===== src/hw/rtl/uart_8n1_transceiver_unit_assert.svh =====
// Assertion macros for the UART transceiver unit.
// Standalone header; used by the top level only.
`ifndef UART_8N1_TRANSCEIVER_UNIT_ASSERT_SVH
`define UART_8N1_TRANSCEIVER_UNIT_ASSERT_SVH

// same-cycle implication, checked outside reset
`define U8T_ASSERT_NOW(lbl, clk, rst_n, ante, cons) \
	lbl: assert property (@(posedge clk) disable iff (!rst_n) (ante) |-> (cons)) \
		else $error("u8t assertion failed");

// next-cycle implication, checked outside reset
`define U8T_ASSERT_NEXT(lbl, clk, rst_n, ante, cons) \
	lbl: assert property (@(posedge clk) disable iff (!rst_n) (ante) |=> (cons)) \
		else $error("u8t assertion failed");

`endif


===== src/hw/rtl/u8t_pkg.sv =====
// Shared types and constants for the UART transceiver unit.
// No dependencies.
package u8t_pkg;

	localparam int unsigned DataW  = 8;
	localparam int unsigned FrameW = DataW + 2;
	localparam int unsigned BitCntW = 4;

	localparam logic [DataW-1:0] BIT_PERIOD_RESET = 8'd104;
	localparam logic [BitCntW-1:0] RX_DATA_BITS = 4'd8;

	typedef enum logic [1:0] {
		OP_TICK  = 2'd0,
		OP_WRITE = 2'd1,
		OP_READ  = 2'd2,
		OP_LINE  = 2'd3
	} op_t;

	typedef struct packed {
		logic [DataW-1:0]   timer_count;
		logic               timer_running;
		logic               sending;
		logic [FrameW-1:0]  tx_frame;
		logic               line_out;
		logic               receiving;
		logic [DataW-1:0]   rx_shift;
		logic [BitCntW-1:0] rx_bits;
		logic               armed;
		logic [DataW-1:0]   held_byte;
		logic               held_full;
	} state_t;

	typedef struct packed {
		logic             tx_level;
		logic             tx_busy;
		logic             rx_busy;
		logic             read_valid;
		logic [DataW-1:0] read_byte;
	} result_t;

	localparam state_t STATE_RESET = '{
		timer_count:   '0,
		timer_running: 1'b0,
		sending:       1'b0,
		tx_frame:      '0,
		line_out:      1'b1,
		receiving:     1'b0,
		rx_shift:      '0,
		rx_bits:       '0,
		armed:         1'b1,
		held_byte:     '0,
		held_full:     1'b0
	};

endpackage


===== src/hw/rtl/uart_8n1_transceiver_unit.sv =====
// UART 8N1 transceiver unit: one registered result per transaction.
// Throughput: one transaction per clock; the next is taken while a result
// waits, as long as the result register is empty or being drained.
// Reset (arst_n low, asynchronous): line idle high, timer stopped, start
// detection armed, nothing held, bit period 104, no result pending.
// Depends on u8t_pkg, u8t_step and uart_8n1_transceiver_unit_assert.svh.
`include "uart_8n1_transceiver_unit_assert.svh"

module uart_8n1_transceiver_unit (
	input  logic                      clk,
	input  logic                      arst_n,
	input  logic                      cfg_we,
	input  logic [u8t_pkg::DataW-1:0] cfg_wdata,
	input  logic                      in_valid,
	output logic                      in_ready,
	input  logic [1:0]                opcode,
	input  logic                      rx_level,
	input  logic [u8t_pkg::DataW-1:0] tx_byte,
	output logic                      out_valid,
	input  logic                      out_ready,
	output logic                      tx_level,
	output logic                      tx_busy,
	output logic                      rx_busy,
	output logic                      read_valid,
	output logic [u8t_pkg::DataW-1:0] read_byte
);

	logic [u8t_pkg::DataW-1:0] bit_period_q;
	u8t_pkg::state_t           state_q;
	u8t_pkg::state_t           state_nx;
	u8t_pkg::result_t          res_nx;
	u8t_pkg::result_t          res_q;
	logic                      out_valid_q;
	logic                      in_accept;

	assign in_ready  = !out_valid_q || out_ready;
	assign in_accept = in_valid && in_ready;

	u8t_step u_step (
		.cur        (state_q),
		.bit_period (bit_period_q),
		.op         (u8t_pkg::op_t'(opcode)),
		.level      (rx_level),
		.byte_in    (tx_byte),
		.nxt        (state_nx),
		.res        (res_nx)
	);

	always_ff @(posedge clk or negedge arst_n) begin
		if (!arst_n) begin
			bit_period_q <= u8t_pkg::BIT_PERIOD_RESET;
		end else if (cfg_we) begin
			bit_period_q <= cfg_wdata;
		end
	end

	// advance state on every accepted transaction
	always_ff @(posedge clk or negedge arst_n) begin
		if (!arst_n) begin
			state_q     <= u8t_pkg::STATE_RESET;
			out_valid_q <= 1'b0;
		end else begin
			if (in_accept) begin
				state_q <= state_nx;
			end
			if (in_accept) begin
				out_valid_q <= 1'b1;
			end else if (out_ready) begin
				out_valid_q <= 1'b0;
			end
		end
	end

	always_ff @(posedge clk) begin
		if (in_accept) begin
			res_q <= res_nx;
		end
	end

	assign out_valid  = out_valid_q;
	assign tx_level   = res_q.tx_level;
	assign tx_busy    = res_q.tx_busy;
	assign rx_busy    = res_q.rx_busy;
	assign read_valid = res_q.read_valid;
	assign read_byte  = res_q.read_byte;

	`U8T_ASSERT_NOW(a_armed_vs_rx, clk, arst_n, 1'b1, state_q.receiving != state_q.armed)
	`U8T_ASSERT_NOW(a_timer_busy, clk, arst_n, state_q.sending || state_q.receiving,
		state_q.timer_running)
	`U8T_ASSERT_NOW(a_rbyte_zero, clk, arst_n, out_valid_q && !res_q.read_valid,
		res_q.read_byte == '0)
	`U8T_ASSERT_NEXT(a_read_drains, clk, arst_n, in_accept && res_nx.read_valid,
		!state_q.held_full)

endmodule


===== src/hw/rtl/u8t_step.sv =====
// Next-state and result logic for one transaction of the UART transceiver.
// Depends on u8t_pkg.
module u8t_step (
	input  u8t_pkg::state_t                  cur,
	input  logic [u8t_pkg::DataW-1:0]        bit_period,
	input  u8t_pkg::op_t                     op,
	input  logic                             level,
	input  logic [u8t_pkg::DataW-1:0]        byte_in,
	output u8t_pkg::state_t                  nxt,
	output u8t_pkg::result_t                 res
);

	always_comb begin
		nxt = cur;
		res.read_valid = 1'b0;
		res.read_byte  = '0;
		unique case (op)
			u8t_pkg::OP_TICK: begin
				if (cur.timer_running) begin
					if (cur.timer_count == bit_period) begin
						nxt.timer_count = '0;
						if (!cur.receiving && !cur.sending) begin
							nxt.timer_running = 1'b0;
						end else begin
							if (cur.sending) begin
								if (cur.tx_frame != '0) begin
									nxt.line_out = cur.tx_frame[0];
									nxt.tx_frame = cur.tx_frame >> 1;
								end else begin
									nxt.sending = 1'b0;
								end
							end
							if (cur.receiving) begin
								if (cur.rx_bits >= u8t_pkg::RX_DATA_BITS) begin
									if (level) begin
										nxt.receiving = 1'b0;
										nxt.armed     = 1'b1;
										nxt.rx_bits   = '0;
										nxt.held_byte = cur.rx_shift;
										nxt.held_full = 1'b1;
									end
								end else begin
									nxt.rx_shift = {level, cur.rx_shift[u8t_pkg::DataW-1:1]};
									nxt.rx_bits  = cur.rx_bits + 1'b1;
								end
							end
						end
					end else begin
						nxt.timer_count = cur.timer_count + 1'b1;
					end
				end
			end
			u8t_pkg::OP_WRITE: begin
				if (!cur.sending) begin
					nxt.sending       = 1'b1;
					nxt.tx_frame      = {1'b1, byte_in, 1'b0};
					nxt.timer_count   = '0;
					nxt.timer_running = 1'b1;
				end
			end
			u8t_pkg::OP_READ: begin
				if (!cur.receiving && cur.held_full) begin
					res.read_valid = 1'b1;
					res.read_byte  = cur.held_byte;
					nxt.held_full  = 1'b0;
				end
			end
			u8t_pkg::OP_LINE: begin
				if (cur.armed && !level) begin
					nxt.receiving     = 1'b1;
					nxt.armed         = 1'b0;
					nxt.rx_bits       = '0;
					nxt.timer_count   = '0;
					nxt.timer_running = 1'b1;
				end
			end
			default: ;
		endcase
		res.tx_level = nxt.line_out;
		res.tx_busy  = nxt.sending;
		res.rx_busy  = nxt.receiving;
	end

endmodule


===== config.mk =====
export PLATFORM = sky130hd
export DESIGN_NAME = uart_8n1_transceiver_unit
export DESIGN_NICKNAME = d
export VERILOG_FILES = /design/src/hw/rtl/u8t_pkg.sv /design/src/hw/rtl/uart_8n1_transceiver_unit.sv /design/src/hw/rtl/u8t_step.sv
export VERILOG_INCLUDE_DIRS = /design/src /design/src/hw/rtl
export SDC_FILE = /design/constraint.sdc
export NUM_CORES = 1
export LEC_CHECK = 0
export ABC_CLOCK_PERIOD_IN_PS = 6200
export BUFFER_PORTS_ARGS = -buffer_cell sky130_fd_sc_hd__buf_2
export CORE_MARGIN = 3
export CORE_UTILIZATION = 55
export DETAILED_ROUTE_END_ITERATION = 7
export PLACE_DENSITY = 0.85
export SYNTH_ARGS = -nofsm -noshare
export SYNTH_HDL_FRONTEND = slang
export SYNTH_SLANG_ARGS = --single-unit

===== constraint.sdc =====
create_clock -name clk -period 6.2 [get_ports clk]
set_clock_uncertainty 0.1 [all_clocks]
set_input_delay 0.93 -clock clk [delete_from_list [all_inputs] [get_ports clk]]
set_output_delay 0.93 -clock clk [all_outputs]
set_load 0.01 [all_outputs]

After elaboration in Yosys (flattened, before gate mapping)
Cells that the tools add are included.
Word-level totals
  register bits after elaboration: 65
  bits of input ports: 24
  output and inout port bits: 14
Cells by class
  add/subtract/negate cells: 2
  $lt $le $gt $ge: 1
  eq/ne operators: 16
  mux-type cells: 29
  bitwise gates (word level): 2
  reductions and logical operators: 25
Operators by type and width (number)
  44-bit 2-to-1 mux: 1
  36-bit 2-to-1 mux: 1
  35-bit 2-to-1 mux: 1
  9-bit one-hot mux with 3 select lines: 1
  8-bit AND reduction: 3
  23-bit 2-to-1 mux: 1
  11-bit one-hot mux with 2 select lines: 1
  20-bit 2-to-1 mux: 1
  9-bit 2-to-1 mux: 2
  9-bit AND reduction: 2
  8-bit 2-to-1 mux: 2
  14-bit 2-to-1 mux: 1
  12-bit 2-to-1 mux: 1
  2-bit inequality test (second input constant): 6
  11-bit 2-to-1 mux: 1
  10-bit 2-to-1 mux: 1
  2-bit by 1-bit inequality test with 1-bit output (second input constant): 5
  5-bit one-hot mux with 2 select lines: 1
  10-bit nonzero test: 1
  1-bit 2-to-1 mux: 9
  8-bit by 1-bit adder with 8-bit output (second input constant): 1
  8-bit == test: 1
  2-bit nonzero test: 4
  7-bit AND reduction: 1
  other kinds (17): 26

Depth between registers and ports, before layout
  depth in word-level cells: 7
  gate-level depth with buffers: 9

By module
From an unflattened synthesis, not the netlist that was laid out.
Second synthesis, totals
  cell total of the unflattened synthesis: 313
  area, all modules: 3789.9 µm²
By module, submodules not included
  uart_8n1_transceiver_unit: instances 1, cells each 126, area an instance 2509.9 µm², seq. area each 1692.9 µm²
  u8t_step: instances 1, cells each 187, area an instance 1280.0 µm², seq. area each 0.0 µm²

Worst setup path after synthesis
Ideal clock, no wire load.
  path kind: in2reg
  start: input port opcode[0]
  end: register state_q[42] in the netlist's numbering
  library setup time: 0.082 ns
  arrival time: 2.734 ns
  required time: 6.018 ns
  setup slack: 3.284 ns
  stages on the path: 9
  path buffers: 2
  cells stage by stage: inv_1 > ha_1 > buf_2 > clkinv_1 > mux2_2 > or2_0 > clkbuf_1 > or3_1 > o22ai_1
On the way
  cells in the longest elaborated chain, start to end: 3
  elaborated cells on any way between the ends: 9
  classes of those cells: eq/ne (5); mux (1); reduce/logical (3)
RTL lines
  start, declared: RTL line uart_8n1_transceiver_unit.sv:16  | input logic [1:0] opcode,
  2-bit == test, or another cell as far along: RTL line u8t_step.sv:17  | unique case (op)
  2-bit by 1-bit inequality test with 1-bit output (no line), or another cell as far along
  5-bit AND reduction (no line)
  end signal, assigned: RTL line uart_8n1_transceiver_unit.sv:60  | state_q <= u8t_pkg::STATE_RESET;
  end signal, assigned: RTL line uart_8n1_transceiver_unit.sv:64  | state_q <= state_nx;
  end, declared: RTL line uart_8n1_transceiver_unit.sv:29  | u8t_pkg::state_t state_q;
Parallel ways exist; a longest one is shown, timed or not.
A chain may end at the register's enable or synchronous reset.

Worst setup path after layout
Ends and elaborated chain as after synthesis.

==> results.toml <==
[worst_setup_path]
cp.arrival_ns = 3.13
cp.required_ns = 6.37
crit_fanout = 9
end_kind = "register"
critPathKind = "in2reg"
start_kind = "input pin"

[synth]
synthArstFlopShare_pct = 81.54
synth_area_sq_mm = 0.003206
syn-num-nets = 295
ys.warnings.count = 0
synthMostInstantiatedCell = "dfrtp_1"
synth_seq_area_share_pct = 52.81
ys_types = 49
synth_area_leader_cell = "dfrtp_1"
synthCells = 264
synth_common_cells = "dfrtp_1 (48), mux2_2 (29), nand2_1 (16)"
synth-edff-count = 12
synth-seq-cells = 65
syn_avg_cell_area_sq_um = 12.14
synth_top_area_share_pct = 37.47
synth_area_leaders = "dfrtp_1 (37%), edfxtp_1 (11%), mux2_2 (10%), dfstp_2 (4.1%), mux2_4 (3.7%)"
synth_ff_type = "dfrtp_1"

[placed_design]
port_buffers = 37
dp_hpwl_microns = 4228
dpl_cell_area_sq_mm = 0.003453
dp.cells = 365
post-place-ws_ns = 2.914
gp_congestion = 0.8385

[timing]
worst_slew_pin_slew_ns = 0.7202
slew_headroom_pct = 51.63
fin_setup_tns_ns = 0
drv_slew = 0
fin_crit_ns = 2.957
setup_viol = 0
rsz0062_at_grt = "no"
timing.final.crit_share_pct = 47.69
worst_slack_ns = 3.243
hold_viol_final = 0
fmax_mhz = 338.2

[cells_and_area]
fin_nets = 335
n_antenna_cell = 0
drive_gt1_share_pct = 33.33
fin_util_pct = 65.43
fin_area_sq_mm = 0.003647
fillCellCount = 420
areaGrowthSynthToFinish_pct = 13.78
layoutNonFillerInstCount = 381

[power]
p_per_area_mw_per_mm2 = 273.2
vdd_ir_drop_max_mv = 0.1366
leakage_nw = 1.620

[drt]
wl_per_cell_microns = 15.70
routed_via_density = 5.751
wirelength_microns = 5981
drcViolationCount = 0
ant_nets = 0
dr.pass1.iters = 4
drt-initial-drc-count = 124
vias = 2191

[global_route]
grt_start_max_net_pins = 54
grt_pass1_vias = 2075
grt_overflow = 0
grt_pass1_wl_microns = 9742
track_usage_pct = 19.57
antenna_found_initial = 0

[run_status]
status = "finished clean"

[run]
cap_violations = 0

[clocking]
cts_resized = 0
clkLatencyLatePin_ns = 0.35
cts_sinks = 65
cts_buffer_depth = 2
cts-hold-fix-buffers = 0
htree_levels = 3
cts_tree = "built"
postCtsSetupBuffers = 0
clk_pin_slew_worst_paths_ns = 0.07
clockRootBuffer = "clkbuf_8"
numCtsBuffers = 9

[floorplan]
io-pin-count = 38
row_count = 27
initial_core_util_pct = 57.51
die_w_microns = 82.35
fp.dieH_microns = 82.35
dieArea_sq_mm = 0.006781
core_area_sq_mm = 0.005574

[min_path]
hp-class = "reg2reg"
## kinds of logic after synthesis
family          Yosys count  synth area share [%]
mux                      39                 14.56
buf+inv                  23                 2.732
xor+xnor                 11                 3.006
compound gates           38                 8.938
simple gates             81                 15.22
fa+ha+maj                 7                 2.732
flops                    65                 52.81
## cell usage in the layout (no fill, tap or decap), types with 2 or more instances in the layout
| master | count |
|---|---|
| inv_1 | 12 |
| nor3_1 | 6 |
| clkinv_2 | 3 |
| edfxtp_1 | 12 |
| nand3_1 | 11 |
| ha_1 | 7 |
| nor4_1 | 7 |
| dfstp_2 | 5 |
| mux2_2 | 29 |
| nor4_4 | 4 |
| nor2_1 | 9 |
| and3_1 | 3 |
| and2_1 | 9 |
| a41oi_1 | 4 |
| buf_2 | 37 |
| mux2i_1 | 2 |
| nand4_1 | 2 |
| nand2_1 | 16 |
| o22ai_1 | 4 |
| mux2_4 | 8 |
| clkinv_1 | 2 |
| a21oi_1 | 2 |
| dfrtp_1 | 48 |
| a22o_1 | 9 |
| or3_1 | 2 |
| nand2b_1 | 4 |
| o31ai_1 | 2 |
| clkbuf_8 | 9 |
| o21ai_0 | 6 |
| xnor2_1 | 3 |
| xor2_1 | 8 |
| nor2b_1 | 2 |
## metrics by stage
step	power [mW]	hold WS, ns
after floorplan	0.6021	0.3697
after global placement	0.6412	0.3810
after detailed placement	0.6493	0.3870
after CTS	1.004	0.3978
after global routing	1.040	0.4208
final	0.9964	0.4018
## worst max-delay path: stages
cell and delay [ns]:
buf_2 0.11, inv_1 0.07, ha_1 0.31, clkinv_1 0.37, mux2_2 0.43, or2_0 0.32
or3_1 0.43, o22ai_1 0.15
## state kept, by name (all words and copies together), names as in the netlist
register      flops
tx_level          1
tx_busy           1
state_q          44
rx_busy           1
read_byte         8
out_valid         1
bit_period_q      8
read_valid        1
## path summary, 6_finish.rpt
path | endpoint | startpoint | cells past startpoint | slack [ns]
min in group asynchronous | state_q[4] | arst_n | 2 | 0.59
min reg2reg | state_q[9] | state_q[9] | 2 | 0.40
max | state_q[42] | opcode[0] | 8 | 3.24
max in group asynchronous | bit_period_q[1] | arst_n | 2 | 4.95
max reg2reg | state_q[3] | state_q[39] | 5 | 3.44
min | state_q[9] | state_q[9] | 2 | 0.40
## layer usage
| metal | vias to the layer above | share of wire, % | track usage, % |
|---|---|---|---|
| li1 | 1040 | - | - |
| met1 | 1086 | 44 | 25.05 |
| met2 | 54 | 49 | 30.45 |
| met3 | 11 | 5.3 | 5.206 |
| met4 | 0 | 1.9 | 10.13 |
| met5 | - | 0 | 0 |
## cell type report
cell class / count / area, sq um / share of cell area (%)
clock buffer: 9 / 123.9 / 3.396
clock inverter: 7 / 70.07 / 1.921
inverter: 14 / 52.55 / 1.441
multi-input combinational: 176 / 1425 / 39.07
sequential: 65 / 1693 / 46.41
tap: 72 / 90.09 / 2.470
timing repair buffer: 38 / 192.7 / 5.283
## power breakdown
part | switching [mW] | internal (mW)
combinational | 0.0785 | 0.0565
clock | 0.170 | 0.185
sequential | 0.0338 | 0.473
Note: power is estimated with default switching activity, not from simulation.
